--- src/rtl/lbb_pkg.sv ---
package lbb_pkg;

  // Default sizes
  localparam int unsigned NumAnglesDef = 64;
  localparam int unsigned TableWDef    = 256;
  localparam int unsigned TableHDef    = 256;
  localparam int unsigned VoxelDimDef  = 1024;

  // Lookup table depth, fixed by the 16-bit load address
  localparam int unsigned TableDepth = 65536;
  localparam int unsigned TableAw    = 16;

  // APB address width: eight 32-bit registers
  localparam int unsigned CfgAw = 5;

  // Item kinds
  typedef enum logic [1:0] {
    KIND_TABLE = 2'd0,
    KIND_COEF  = 2'd1,
    KIND_VOXEL = 2'd2
  } kind_e;

  // Register indexes
  typedef enum logic [2:0] {
    REG_X_START_0     = 3'd0,
    REG_X_START_1     = 3'd1,
    REG_X_START_2     = 3'd2,
    REG_X_STEP_0      = 3'd3,
    REG_X_STEP_1      = 3'd4,
    REG_X_STEP_2      = 3'd5,
    REG_GRID_ORIGIN_0 = 3'd6,
    REG_GRID_ORIGIN_1 = 3'd7
  } reg_e;

  // Register file contents handed to the datapath
  typedef struct packed {
    logic [2:0][31:0] x_start;
    logic [2:0][31:0] x_step;
    logic [1:0][31:0] grid_origin;
  } cfg_t;

endpackage

--- src/rtl/lbb_regs.sv ---
module lbb_regs (
  input  logic                       clk_i,
  input  logic                       rst_ni,
  input  logic                       psel,
  input  logic                       penable,
  input  logic                       pwrite,
  input  logic [lbb_pkg::CfgAw-1:0]  paddr,
  input  logic [31:0]                pwdata,
  output logic [31:0]                prdata,
  output logic                       pready,
  output lbb_pkg::cfg_t              cfg_o
);

  lbb_pkg::cfg_t cfg_q, cfg_d;
  lbb_pkg::reg_e idx;
  logic          wr_en;

  assign pready = 1'b1;
  assign wr_en  = psel && penable && pwrite;
  assign idx    = lbb_pkg::reg_e'(paddr[lbb_pkg::CfgAw-1:2]);

  // Apply a register write
  always_comb begin
    cfg_d = cfg_q;
    if (wr_en) begin
      unique case (idx)
        lbb_pkg::REG_X_START_0:     cfg_d.x_start[0]     = pwdata;
        lbb_pkg::REG_X_START_1:     cfg_d.x_start[1]     = pwdata;
        lbb_pkg::REG_X_START_2:     cfg_d.x_start[2]     = pwdata;
        lbb_pkg::REG_X_STEP_0:      cfg_d.x_step[0]      = pwdata;
        lbb_pkg::REG_X_STEP_1:      cfg_d.x_step[1]      = pwdata;
        lbb_pkg::REG_X_STEP_2:      cfg_d.x_step[2]      = pwdata;
        lbb_pkg::REG_GRID_ORIGIN_0: cfg_d.grid_origin[0] = pwdata;
        lbb_pkg::REG_GRID_ORIGIN_1: cfg_d.grid_origin[1] = pwdata;
        default:                    cfg_d = cfg_q;
      endcase
    end
  end

  always_ff @(posedge clk_i or negedge rst_ni) begin
    if (!rst_ni) begin
      cfg_q.x_start     <= '0;
      cfg_q.x_step      <= {3{32'd65536}};
      cfg_q.grid_origin <= '0;
    end else begin
      cfg_q <= cfg_d;
    end
  end

  // Read back
  always_comb begin
    unique case (idx)
      lbb_pkg::REG_X_START_0:     prdata = cfg_q.x_start[0];
      lbb_pkg::REG_X_START_1:     prdata = cfg_q.x_start[1];
      lbb_pkg::REG_X_START_2:     prdata = cfg_q.x_start[2];
      lbb_pkg::REG_X_STEP_0:      prdata = cfg_q.x_step[0];
      lbb_pkg::REG_X_STEP_1:      prdata = cfg_q.x_step[1];
      lbb_pkg::REG_X_STEP_2:      prdata = cfg_q.x_step[2];
      lbb_pkg::REG_GRID_ORIGIN_0: prdata = cfg_q.grid_origin[0];
      lbb_pkg::REG_GRID_ORIGIN_1: prdata = cfg_q.grid_origin[1];
      default:                    prdata = '0;
    endcase
  end

  assign cfg_o = cfg_q;

endmodule

--- config.mk ---
export PLATFORM = sky130hd
export DESIGN_NAME = lbb_regs
export DESIGN_NICKNAME = d
export VERILOG_FILES = /design/src/rtl/lbb_pkg.sv /design/src/rtl/lbb_regs.sv
export SDC_FILE = /design/constraint.sdc
export NUM_CORES = 1
export LEC_CHECK = 0
export BUFFER_PORTS_ARGS = -buffer_cell sky130_fd_sc_hd__buf_2
export CAP_MARGIN = 20
export CELL_PAD_IN_SITES_DETAIL_PLACEMENT = 1
export CELL_PAD_IN_SITES_GLOBAL_PLACEMENT = 2
export CORE_MARGIN = 2
export CORE_UTILIZATION = 31
export DETAILED_ROUTE_END_ITERATION = 8
export PLACE_DENSITY_LB_ADDON = 0.1
export SYNTH_ARGS = -nofsm -noshare
export SYNTH_HDL_FRONTEND = slang
export SYNTH_SLANG_ARGS = --single-unit
--- constraint.sdc ---
create_clock -name clk_i -period 1.1 [get_ports clk_i]
set_input_delay 0.055 -clock clk_i [delete_from_list [all_inputs] [get_ports clk_i]]
set_output_delay 0.055 -clock clk_i [all_outputs]
set_load 0.03 [all_outputs]
## After elaboration in Yosys (flattened, before gate mapping)

Cells that the tools add are included.

- Latch bits: 0
- Register bits: 256
- Memory bits (writable): 0
- Bits in read-only memories: 0
- Memories kept: 0
- Input port bits: 42
- Output and inout port bits: 289

- Shift operators: 0
- Order comparisons: 0
- Div/mod/pow operators: 0
- Equality and inequality tests: 7
- Mux-type cells: 1
- Bitwise logic cells: 0
- Reduce and logical (&&, ||, !) cells: 11
- Multiply operators: 0
- Add/subtract/negate cells: 0

Operator list:

| kind | number |
|---|---|
| $pmux 32 s8 | 1 |
| $reduce_and 2->1 | 8 |
| $eq 3x3->1 const B | 4 |
| $eq 3x2->1 const B | 2 |
| $eq 3x1->1 const B | 1 |
| $logic_not 3->1 | 1 |
| $logic_and 1x1->1 | 2 |

## Logic depth before layout (Yosys ltp)

Gate-level depths: netlist of the first run.

- Depth in word-level cells: 3
- Depth in mapped cells: 6
- Mapped depth without buffers: 3

## Least setup slack after synthesis of the first run

No wires, ideal clock.

- Path type: input-to-output
- From: input paddr[2] (netlist bit)
- To: output prdata[13]
- Required time: 1045 ps
- Arrival time: 1623 ps
- Stages on the path: 6
- Slack: -578 ps
- Cells stage by stage: clkbuf_1 > buf_2 > buf_2 > a21oi_1 > a211o_1 > a31oi_1

- Word-level cells in the longest chain between the ends: 2
- Elaborated cells on any way between the ends: 9
- Classes of those cells: 7 x eq/ne; 1 x mux; 1 x reduce/logical

Ends and longest elaborated chain:

| item | line | text |
|---|---|---|
| from (decl) | lbb_regs.sv:7 | `input logic [lbb_pkg::CfgAw-1:0] paddr,` |
| $eq 3x3->1, or another cell as far along | lbb_regs.sv:52 | `unique case (idx)` |
| $pmux 32 s8 (*) | lbb_regs.sv:52 |  |
| to (decl) | lbb_regs.sv:9 | `output logic [31:0] prdata,` |

Mark *: on every way between the ends. The rest lies on a longest branch, timed or not.

## Worst setup path in the final report of the first run

- From: register cfg_q (netlist bit cfg_o[112])
- To: output prdata[16]

- Word-level cells in the longest chain between the ends: 1

Ends and longest elaborated chain:

| item | line | text |
|---|---|---|
| from (decl) | lbb_regs.sv:14 | `lbb_pkg::cfg_t cfg_q, cfg_d;` |
| from (signal assigned) | lbb_regs.sv:46 | `cfg_q <= cfg_d;` |
| $pmux 32 s8 | lbb_regs.sv:52 |  |

No other way between the ends.

==> results.txt, run 1 <==
----------------------------------------------------
[Die]
  Starting Density ... between 30% and 40%
  Area of the core ... between 0.03 and 0.04 mm2
  Height of the die ... slightly below 200 um
  Die outline area ... 0.03883 mm2
  # IOs ... around 330
  Placement Rows ... 70
  Horizontal die dimension ... ~200 um

[Clock tree]
  Clock tree from TritonCTS ... done
  Clock Latency Late Sink ... 500 ps
  Number of levels in the clock H-tree ... 2
  Clock Path Buffers ... 3
  CTS root buffer ... sky130_fd_sc_hd__clkbuf_16
  CTS Buf Count ... 34
  Clock Sinks ... 256
  Clk pin slew, worst setup/hold paths ... roughly 60 ps

[STA]
  Worst Setup Slack, final ... -696.5 ps
  Fin crit period ... 1797 ps
  Setup Viol. Count Final ... 290
  Actual slew at the worst max-slew pin ... ~700 ps
  Max Slew Vio Count ... 0
  Period utilisation layout ... 163.3%
  Maximum frequency from static timing analysis ... between 0.5 and 0.6 GHz
  Hold slack final ... 21.58 ps
  Normalized max-slew margin ... between 50% and 60%
  Setup repair after global routing missed its margin ... true
  Fin Clk Skew ... 0 ps
  Final Hold Violating Endpoints ... 0

[Pwr]
  Clock network fraction of design power ... approximately a quarter
  Power share of the sequential group ... ~30%
  Proportion of total power due to net switching ... roughly a third
  Int Pwr ... about 28000 uW
  Reported leakage power ... 0.01012 uW
  Maximum VDD drop ... 0.9121 mV
  Net switching power ... roughly 15000 uW
  Comb pwr share ... 43.9%
  Power per Cell Area ... between 2000 and 2500 mW/mm2
  Power after layout ... about 43000 uW

[Global route]
  Global Route Usage Sum ... 24.23%
  Number of antenna violations at the first check in global routing ... 0
  Vias in the first global route ... ~11000
  Overflow left after global routing ... 0
  Pin count of the biggest net entering global routing ... between 50 and 60
  Wire length of the first global-routing pass ... 70450 um

[Synthesis]
  Number of library cell types mapped by synthesis ... 28
  Syn_area_per_cell ... 14.09 um2
  Number of nets produced by synthesis ... roughly 860
  Gate count after technology mapping ... 820
  Cell area after technology mapping ... 0.01155 mm2
  Yosys warning count ... 0
  Sequential fraction of the synthesis area ... between 50% and 60%
  Synthesized flop and latch total ... ~260

[Critical path]
  Largest stage delay on the critical path ... between 500 and 600 ps
  Setup Crit Path Kind ... flip-flop to output port
  Critical path, cell by cell ... mux2i_2 -> a221oi_2 -> o22a_2 -> buf_6
  Top fanout value on the critical path ... 2
  Setup slack of the worst register-to-register path ... -30 ps
  Worst Path Required ... around 1000 ps
  Critical path capture point type ... output port
  Data arrival time at the worst-slack endpoint ... 1740 ps
  Critical-path top delay cell ... sky130_fd_sc_hd__dfstp_2
  Kind of cell adding the most delay to the critical path ... flip-flops
  Worst Setup Start Kind ... flip-flop
  Buf+Inv Stages, Crit Path ... 1

[Placement]
  Count of buffers inserted at the top-level ports ... roughly 330
  Instance area after placement ... 0.01639 mm2
  Detailed placement HPWL ... 31240 um
  RD Place Congestion ... ~0.76

[Layout]
  Antenna cells ... 0
  Layout overhead on the synthesized area ... 84.63%
  Final cell area excluding filler cells ... approximately 0.021 mm2
  Number of flip-flops in the largest register ... 256
  Fraction of final layout cells with drive strength greater than 1 ... 74.49%
  Fin nets ... ~1500

[Detailed routing]
  Via-per-instance ratio ... 4.941
  Drt initial violations ... approximately 260
  Drt wl/cell ... approximately 24 um
  DRT antenna net count ... 0
  Overall via count from detail_route ... slightly below 10000
  Wire length reported by the detailed router ... about 48000 um
  Detailed-router iteration count before antenna repair ... 4
  Residual DRC count ... 0

[Run status]
  Run status ... finished with violations
  Violations in the final reports ... setup timing

[Job]
  Number of maximum-capacitance constraint violations ... 0

[Hold path]
  Hold Path Class ... primary input to async pin

----------------------------------------------------
cells in the mapped netlist:
library cell	number	area, um2
sky130_fd_sc_hd__nand4b_4	1	23.77
sky130_fd_sc_hd__a221oi_1	29	254.0
sky130_fd_sc_hd__dfrtp_1	253	6331
sky130_fd_sc_hd__inv_1	30	112.6
sky130_fd_sc_hd__nor3_2	1	10.01
sky130_fd_sc_hd__or3_1	2	12.51
sky130_fd_sc_hd__a21oi_1	1	5.000
sky130_fd_sc_hd__o22ai_1	31	193.9
sky130_fd_sc_hd__buf_2	34	170.2
sky130_fd_sc_hd__nor2b_1	2	12.51
sky130_fd_sc_hd__nor3b_1	3	22.52
sky130_fd_sc_hd__a22oi_1	1	7.510
sky130_fd_sc_hd__buf_4	4	30.03
sky130_fd_sc_hd__nand2b_1	4	25.02
sky130_fd_sc_hd__conb_1	1	3.750
sky130_fd_sc_hd__nand2_1	2	7.510
sky130_fd_sc_hd__a211o_1	1	8.760
sky130_fd_sc_hd__o22a_1	31	271.5
sky130_fd_sc_hd__mux2i_1	94	940.9
sky130_fd_sc_hd__mux2_2	220	2477
sky130_fd_sc_hd__mux2_1	36	405.4
sky130_fd_sc_hd__a211oi_1	2	15.01
sky130_fd_sc_hd__buf_1	4	15.01
sky130_fd_sc_hd__clkbuf_1	18	67.56
sky130_fd_sc_hd__dfstp_2	3	78.83
sky130_fd_sc_hd__nor2_1	9	33.78
sky130_fd_sc_hd__nand4_1	1	6.260
sky130_fd_sc_hd__a31oi_1	2	12.51
metal layers:
layer  up-vias  GRT usage (%)  routed length [um]
li1       4392              -                   -
met4         0          4.623                 762
met3        55          6.847                3068
met1      5085          31.48               20610
met5         -              0                   0
met2       257          40.62               23330
cell type report:
type,instances,area [um2]
Clock buffer,52,998.5
Clock inverter,10,125.1
Fill cell,3493,15360
Inverter,30,112.6
Multi-Input combinational cell,474,5612
Sequential cell,256,6480
Tap cell,468,585.6
Timing Repair Buffer,691,7421
final timing paths:
kind	from	to	depth (start not counted)
setup / recovery	cfg_o[112]	prdata[16]	4
hold / removal	rst_ni	cfg_o[68]	2
setup reg to reg	cfg_o[5]	cfg_o[5]	4
hold reg to reg	cfg_o[222]	cfg_o[222]	1
max in group asynchronous	rst_ni	cfg_o[146]	3
min in group clk_i	paddr[2]	cfg_o[161]	4
per-stage QoR:
step / setup TNS (ps) / setup WS [ps] / util (%) / instances
finish: -44660 / -696.5 / 58.14 / 1981
global route: -56410 / -760.7 / 58.14 / 1981
CTS: -47950 / -770.3 / 56.22 / 1926
detailed placement: -114560 / -564.9 / 44.67 / 1802
global placement: -109670 / -529.7 / 44.67 / 1802
floorplan: -48630 / -271.7 / - / 820
worst register-to-register path: stages, from the launching register on:
cell                      delay (ps)
sky130_fd_sc_hd__dfrtp_2         400
sky130_fd_sc_hd__buf_6           120
sky130_fd_sc_hd__buf_4           120
sky130_fd_sc_hd__buf_4           120
sky130_fd_sc_hd__mux2_2          250
cell families (layout without fill, tap and decap cells):
group / after synthesis / in the layout / synth area share [%]
AOI/OAI and AO/OA: 98 / 98 / 6.649
buffers and inverters: 90 / 783 / 3.422
DFF: 256 / 256 / 55.47
muxes: 350 / 350 / 33.09
other: 1 / 1 / 0.03245
and+or+nand+nor: 25 / 25 / 1.332
placed cells by master, fill, tap and decap left out, types with 3 or more instances in the layout:
cell type                       instances
sky130_fd_sc_hd__o22a_4                17
sky130_fd_sc_hd__clkbuf_1              10
sky130_fd_sc_hd__inv_1                 29
sky130_fd_sc_hd__clkinv_2               3
sky130_fd_sc_hd__dlygate4sd3_1         33
sky130_fd_sc_hd__o22a_2                14
sky130_fd_sc_hd__dfrtp_1              197
sky130_fd_sc_hd__mux2_2               176
sky130_fd_sc_hd__o22ai_2                4
sky130_fd_sc_hd__nor2_4                 6
sky130_fd_sc_hd__dfstp_2                3
sky130_fd_sc_hd__nor2_1                 3
sky130_fd_sc_hd__mux2_4                78
sky130_fd_sc_hd__nor3b_2                3
sky130_fd_sc_hd__buf_4                116
sky130_fd_sc_hd__buf_2                 36
sky130_fd_sc_hd__mux2i_1               77
sky130_fd_sc_hd__buf_6                451
sky130_fd_sc_hd__buf_8                 28
sky130_fd_sc_hd__clkbuf_8               8
sky130_fd_sc_hd__mux2i_2               16
sky130_fd_sc_hd__a221oi_2              27
sky130_fd_sc_hd__dfrtp_2               56
sky130_fd_sc_hd__clkbuf_16             34
sky130_fd_sc_hd__o22ai_1               27
sky130_fd_sc_hd__buf_12                27
power groups by stage:
| stage | combinational, uW | sequential [uW] | clock [uW] |
|---|---|---|---|
| floorplan | 3880 | 16500 | 0 |
| global placement | 13400 | 12700 | 0 |
| detailed placement | 13600 | 12700 | 0 |
| CTS | 17800 | 12900 | 11300 |
| global route | 19800 | 13200 | 11800 |
| finish | 18800 | 12900 | 11100 |
what timing repair did:
item,in CTS,in global routing
hold buffers,33,0
hold endpoints to repair,510,0
pin swaps,39,44
endpoints found under the setup margin,298,288
buffers inserted,70,119
resized for setup,768,139
gates cloned,0,0
(Power assumes the default switching activity.)
==> inputs of run 2 (changes only) <==
- CELL_PAD_IN_SITES_DETAIL_PLACEMENT: 1 -> unset
- CELL_PAD_IN_SITES_GLOBAL_PLACEMENT: 2 -> unset
- CORE_UTILIZATION: 31 -> 55
- PLACE_DENSITY: unset -> 0.84
- PLACE_DENSITY_LB_ADDON: 0.1 -> unset
- REMOVE_ABC_BUFFERS: unset -> 1
- clock period: 1.1 -> 2.1 ns (I/O delays scaled with it)
==> run 2 against run 1 <==
  * The flow now finishes without violations
  * Non-clock buffer count fell by 294
  * Total power shrank 60%
  * Setup slack improved by 920 ps
  * Die area down 43%
  * Sequential power is 48% lower
  * Sequential cell count is the same
  * Critical path depth grew 3
  * Final cell count down 25%
  * Clock power down 55%
  * Clock skew is the same
  * Combinational power decreased by 71%
  * Register-to-register slack gained 1300 ps
  * Critical path type is now primary input to output port
  * Largest cell class is now sequential cells
  * Highest routed layer unchanged
==> results.txt, run 2 (synthesized netlist as in run 1, its figures left out) <==
----------------------------------------------------
[Clock tree]
  Clock Latency Late Sink ... a little over 500 ps
  Clock Path Buffers ... 3
  Clk pin slew, worst setup/hold paths ... about 60 ps
  Clock Sinks ... roughly 260
  Number of levels in the clock H-tree ... 1
  Number of setup buffers added after CTS ... 0
  CTS root buffer ... sky130_fd_sc_hd__clkbuf_16
  Clock tree from TritonCTS ... done
  CTS-repair resized insts ... 0
  CTS Buf Count ... 27

[Die]
  Placement Rows ... between 50 and 60
  # IOs ... 331
  Horizontal die dimension ... 148.9 um
  Height of the die ... 148.9 um
  Die outline area ... ~0.022 mm2
  Area of the core ... 0.02082 mm2
  Starting Density ... between 50 and 60%

[Placement]
  Instance area after placement ... between 0.01 and 0.015 mm2
  Detailed placement HPWL ... around 23000 um
  Count of buffers inserted at the top-level ports ... ~330
  RD Place Congestion ... 0.8110

[Detailed routing]
  Wire length reported by the detailed router ... 35320 um
  Drt wl/cell ... approximately 24 um
  Detailed-router iteration count before antenna repair ... 5
  Drt initial violations ... between 500 and 600
  Via-per-instance ratio ... about 5.9
  DRT antenna net count ... 0
  Residual DRC count ... 0
  Overall via count from detail_route ... slightly below 9000

[Global route]
  Wire length of the first global-routing pass ... around 53000 um
  Number of antenna violations at the first check in global routing ... 1
  Global Route Usage Sum ... roughly 31%
  Pin count of the biggest net entering global routing ... 64
  Vias in the first global route ... between 8000 and 9000
  Overflow left after global routing ... 0

[Critical path]
  Setup slack of the worst register-to-register path ... approximately 1300 ps
  Critical path capture point type ... output port
  Data arrival time at the worst-slack endpoint ... around 1800 ps
  Launch point of the worst reg-to-reg path ... cfg_o[174]
  Setup Crit Path Kind ... primary input to output port
  R2R depth ... 1
  Top fanout value on the critical path ... 16
  End of the worst register-to-register path ... cfg_o[174]
  Worst Path Required ... roughly 2000 ps
  Worst Setup Start Kind ... primary input

[Layout]
  Layout overhead on the synthesized area ... 29.55%
  Final cell area excluding filler cells ... 0.01497 mm2
  Leading cell type in the layout, fill and taps excluded ... sky130_fd_sc_hd__buf_2
  Fraction of final layout cells with drive strength greater than 1 ... about 54%
  Filler Cell Count ... roughly 1400
  Number of flip-flops in the largest register ... 256
  Commonest cells after routing, fill and taps aside ... sky130_fd_sc_hd__buf_2 (325), sky130_fd_sc_hd__dfrtp_1 (253), sky130_fd_sc_hd__mux2_2 (220)
  Fin nets ... ~1200

[STA]
  Final sum of negative setup slack ... 0 ps
  Maximum frequency from static timing analysis ... about 0.53 GHz
  Fin Clk Skew ... 0 ps
  Setup Viol. Count Final ... 0
  Fin crit period ... ~1900 ps
  Setup repair after global routing missed its margin ... false
  Max Slew Vio Count ... 0
  Hold slack final ... around 120 ps
  Period utilisation layout ... 89.42%
  Normalized max-slew margin ... 40.21%
  Final Hold Violating Endpoints ... 0
  Actual slew at the worst max-slew pin ... about 890 ps

[Hold path]
  Hold Path Class ... primary input to async pin

[Pwr]
  Maximum VDD drop ... between 0.8 and 0.9 mV
  Reported leakage power ... between 0.007 and 0.008 uW
  Power per Cell Area ... about 1100 mW/mm2

[Run status]
  Run status ... complete, no violations

[Job]
  Number of maximum-capacitance constraint violations ... 0

----------------------------------------------------
==> run 2: changes by cell type in the layout (fill, tap and decap cells not counted), moves of 20 or more <==
cell and delta:
sky130_fd_sc_hd__a221oi_1 +27, sky130_fd_sc_hd__a221oi_2 -27, sky130_fd_sc_hd__buf_12 -20, sky130_fd_sc_hd__buf_2 +289
sky130_fd_sc_hd__buf_4 -85, sky130_fd_sc_hd__buf_6 -451, sky130_fd_sc_hd__buf_8 -27, sky130_fd_sc_hd__dfrtp_1 +56
sky130_fd_sc_hd__dfrtp_2 -56, sky130_fd_sc_hd__mux2_1 +34, sky130_fd_sc_hd__mux2_2 +44, sky130_fd_sc_hd__mux2_4 -78
sky130_fd_sc_hd__o22a_1 +31
==> run 2: per-layer routing <==
layer / global-route usage [%] / wire (um) / share of wire (%)
met1: 40.31 / 13750 / 39
met2: 52.03 / 17330 / 49
met3: 6.820 / 2831 / 8.0
met4: 11.90 / 1404 / 4.0
met5: 0 / 0 / 0
==> run 2: final cells by class <==
type                    count  area (um2)  area share, %
diodes                      1       2.502        0.01672
clock inverters            11       160.2          1.070
multi-input cells         474        4816          32.17
well taps                 275       344.1          2.299
repair buffers            397        2345          15.66
inverters                  30       112.6         0.7523
clock buffers              36       779.5          5.207
flip-flops and latches    256        6410          42.82
==> run 2: what timing repair did <==
| action | CTS | global route |
|---|---|---|
| setup endpoints to repair | 0 | 0 |
| hold endpoints to repair | 426 | 0 |
| hold buffers | 33 | 0 |
==> run 2: metrics by stage <==
step / instances / utilization (%) / setup slack [ps] / power (uW)
6_report: 1480 / 71.89 / 222.1 / 17150
5_1_grt: 1480 / 71.89 / 159.5 / 17810
4_1_cts: 1479 / 71.88 / 188.3 / 17210
3_5_place_dp: 1399 / 65.78 / 229.7 / 12120
3_3_place_gp: 1399 / 65.78 / 288.8 / 11960
2_1_floorplan: 760 / - / -502.4 / 10160
==> run 2: report_power, final <==
part           internal (uW)  total, uW  switching (uW)
logic                   1850       5450            3600
registers               5910       6700             792
clock network           3080       5000            1920
total                  10800      17200            6310
==> run 2: worst max path at each step <==
stage                          start    endpoint  slack, ps  cells after the start
after CTS                 cfg_o[141]  prdata[13]        190                      4
after floorplan             paddr[4]   cfg_o[64]       -500                      3
final                       paddr[4]  prdata[19]        220                      7
after global routing        paddr[2]  prdata[18]        160                      6
after global placement      paddr[2]   cfg_o[82]        290                      5
after detailed placement    paddr[2]  prdata[13]        230                      6
==> run 2: worst max-delay path: stages <==
cell                      delay (ps)
sky130_fd_sc_hd__buf_2           170
sky130_fd_sc_hd__buf_4           290
sky130_fd_sc_hd__nand2_2         270
sky130_fd_sc_hd__buf_4           300
sky130_fd_sc_hd__o22ai_1         250
sky130_fd_sc_hd__o22a_1          190
sky130_fd_sc_hd__buf_2           190
==> inputs of run 3 (changes only) <==
- ABC_CLOCK_PERIOD_IN_PS: unset -> 2100
- CTS_BUF_LIST: unset -> sky130_fd_sc_hd__clkbuf_8
==> run 3 against run 2 <==
  * Sequential power about the same
  * Global-route usage decreased by 0.62 points
  * Clock-buffer cell count is 13 higher
  * Maximum frequency is 3.6% lower
  * Sequential share of layout area increased by 0.51 points
  * Setup slack worse by 71 ps
  * Non-clock buffer count did not move
  * Utilization is 0.85 points lower
  * Die area unchanged
  * Critical path type is now flip-flop to output port
  * Largest cell class unchanged
==> results.txt, run 3 (synthesized netlist as in run 1, its figures left out) <==
----------------------------------------------------
[Run status]
  Run status ... complete, no violations

[Pwr]
  Maximum VDD drop ... roughly 0.97 mV
  Reported leakage power ... around 0.0076 uW
  Int Pwr ... 9871 uW
  Power per Cell Area ... between 1000 and 1500 mW/mm2
  Power share of the sequential group ... 41.6%
  Clock network fraction of design power ... approximately 25%
  Proportion of total power due to net switching ... around 39%
  Comb pwr share ... 33.7%
  Net switching power ... slightly above 6000 uW
  Power after layout ... 16110 uW

[Clock tree]
  Clock Path Buffers ... 3
  CTS Buf Count ... between 40 and 50
  Clock Latency Late Sink ... roughly 520 ps
  Clock Sinks ... 256
  Clock tree from TritonCTS ... done
  CTS root buffer ... sky130_fd_sc_hd__clkbuf_8
  Clk pin slew, worst setup/hold paths ... ~60 ps
  Number of levels in the clock H-tree ... 2
  Number of setup buffers added after CTS ... 0

[Layout]
  Fin nets ... 1244
  Commonest cells after routing, fill and taps aside ... sky130_fd_sc_hd__buf_2 (325), sky130_fd_sc_hd__dfrtp_1 (253), sky130_fd_sc_hd__mux2_2 (220)
  Fraction of final layout cells with drive strength greater than 1 ... between 50% and 60%
  Number of flip-flops in the largest register ... ~260
  Layout overhead on the synthesized area ... 28.02%
  Leading cell type in the layout, fill and taps excluded ... sky130_fd_sc_hd__buf_2
  Final cell area excluding filler cells ... ~0.015 mm2
  Core occupancy in the finished layout ... about 71%

[Die]
  Area of the core ... 0.02082 mm2
  Height of the die ... around 150 um
  Starting Density ... 55.49%
  Horizontal die dimension ... roughly 150 um
  # IOs ... 331
  Placement Rows ... 53
  Die outline area ... between 0.02 and 0.025 mm2

[STA]
  Fin Clk Skew ... 0 ps
  Final Hold Violating Endpoints ... 0
  Actual slew at the worst max-slew pin ... a little over 900 ps
  Normalized max-slew margin ... 38.26%
  Setup Viol. Count Final ... 0
  Max Slew Vio Count ... 0
  Period utilisation layout ... 92.79%
  Worst Setup Slack, final ... 151.5 ps
  Fin crit period ... between 1500 and 2000 ps
  Maximum frequency from static timing analysis ... 0.5132 GHz
  Setup repair after global routing missed its margin ... false

[Critical path]
  Worst Setup Start Kind ... flip-flop
  Worst Path Required ... around 2000 ps
  Setup slack of the worst register-to-register path ... around 1300 ps
  Data arrival time at the worst-slack endpoint ... about 1800 ps
  Top fanout value on the critical path ... 3
  Setup Crit Path Kind ... flip-flop to output port
  Critical path capture point type ... output port

[Detailed routing]
  Via-per-instance ratio ... 5.833
  Overall via count from detail_route ... 8756
  Drt wl/cell ... between 20 and 25 um
  Wire length reported by the detailed router ... ~35000 um
  Residual DRC count ... 0
  Drt initial violations ... 460
  Detailed-router iteration count before antenna repair ... 5
  DRT antenna net count ... 0

[Global route]
  Global Route Usage Sum ... between 30% and 40%
  Vias in the first global route ... approximately 9000
  Overflow left after global routing ... 0
  Pin count of the biggest net entering global routing ... 64
  Wire length of the first global-routing pass ... about 52000 um
  Number of antenna violations at the first check in global routing ... 1

[Hold path]
  Hold Path Class ... primary input to async pin

[Placement]
  RD Place Congestion ... between 0.8 and 0.9
  Dpl ws ... approximately 230 ps
  Count of buffers inserted at the top-level ports ... ~330
  Instance area after placement ... between 0.01 and 0.015 mm2
  Detailed placement HPWL ... 22640 um

[Job]
  Number of maximum-capacitance constraint violations ... 0

----------------------------------------------------
## run 3: cell count changes in the layout (fill, tap and decap cells not counted), moves of 2 or more
cell                        change
sky130_fd_sc_hd__bufinv_16      -4
sky130_fd_sc_hd__clkbuf_1       -2
sky130_fd_sc_hd__clkbuf_16     -27
sky130_fd_sc_hd__clkbuf_8      +42
sky130_fd_sc_hd__clkinv_2       -3
sky130_fd_sc_hd__inv_1         +15
## run 3: cell type report
class                           instances  area (um2)
Timing Repair Buffer                  397        2345
Clock buffer                           49       674.4
Tap cell                              275       344.1
Fill cell                            1416        6030
Antenna cell                            1       2.502
Sequential cell                       256        6410
Clock inverter                         19       82.58
Inverter                               30       112.6
Multi-Input combinational cell        474        4822
## run 3: path summary, 6_finish.rpt
| path | from | end | cells after the start |
|---|---|---|---|
| worst max register to register | cfg_o[176] | cfg_o[176] | 1 |
| worst max-delay path | cfg_o[112] | prdata[16] | 4 |
| max in group asynchronous | rst_ni | cfg_o[146] | 3 |
| worst min register to register | cfg_o[67] | cfg_o[67] | 1 |
| min in group clk_i | penable | cfg_o[125] | 5 |
| worst min-delay path | rst_ni | cfg_o[248] | 2 |
## run 3: power groups by stage
| stage | clock network, uW | logic [uW] | registers, uW |
|---|---|---|---|
| 6_report | 3980 | 5430 | 6690 |
| 5_1_grt | 4290 | 5700 | 6810 |
| 4_1_cts | 4060 | 5440 | 6670 |
| 3_5_place_dp | 0 | 5370 | 6750 |
| 3_3_place_gp | 0 | 5270 | 6690 |
| 2_1_floorplan | 0 | 1600 | 8560 |
## run 3: metal layers
layer  track usage [%]  wire, um
met4             12.95      1109
met1             39.24     13900
met3             7.523      2838
met5                 0         0
met2             50.02     16920
## run 3: worst max-delay path, cell delays in order, from the launching register on
cell and delay [ps]:
sky130_fd_sc_hd__dfstp_2 560, sky130_fd_sc_hd__mux2i_1 100, sky130_fd_sc_hd__a221oi_2 280, sky130_fd_sc_hd__o22a_1 180, sky130_fd_sc_hd__buf_2 200
## run 3: timing repair
action	4_1_cts	5_1_grt
resized for setup	0	1
endpoints found under the hold margin	450	0
endpoints found under the setup margin	0	1
hold buffers	33	0
## run 3: per-stage QoR
step	hold WS (ps)	instances	setup TNS (ps)
global placement	86.45	1399	0
CTS	121.0	1500	0
floorplan	-190.6	760	-65080
detailed placement	88.89	1399	0
global route	138.4	1501	0
finish	119.5	1501	0
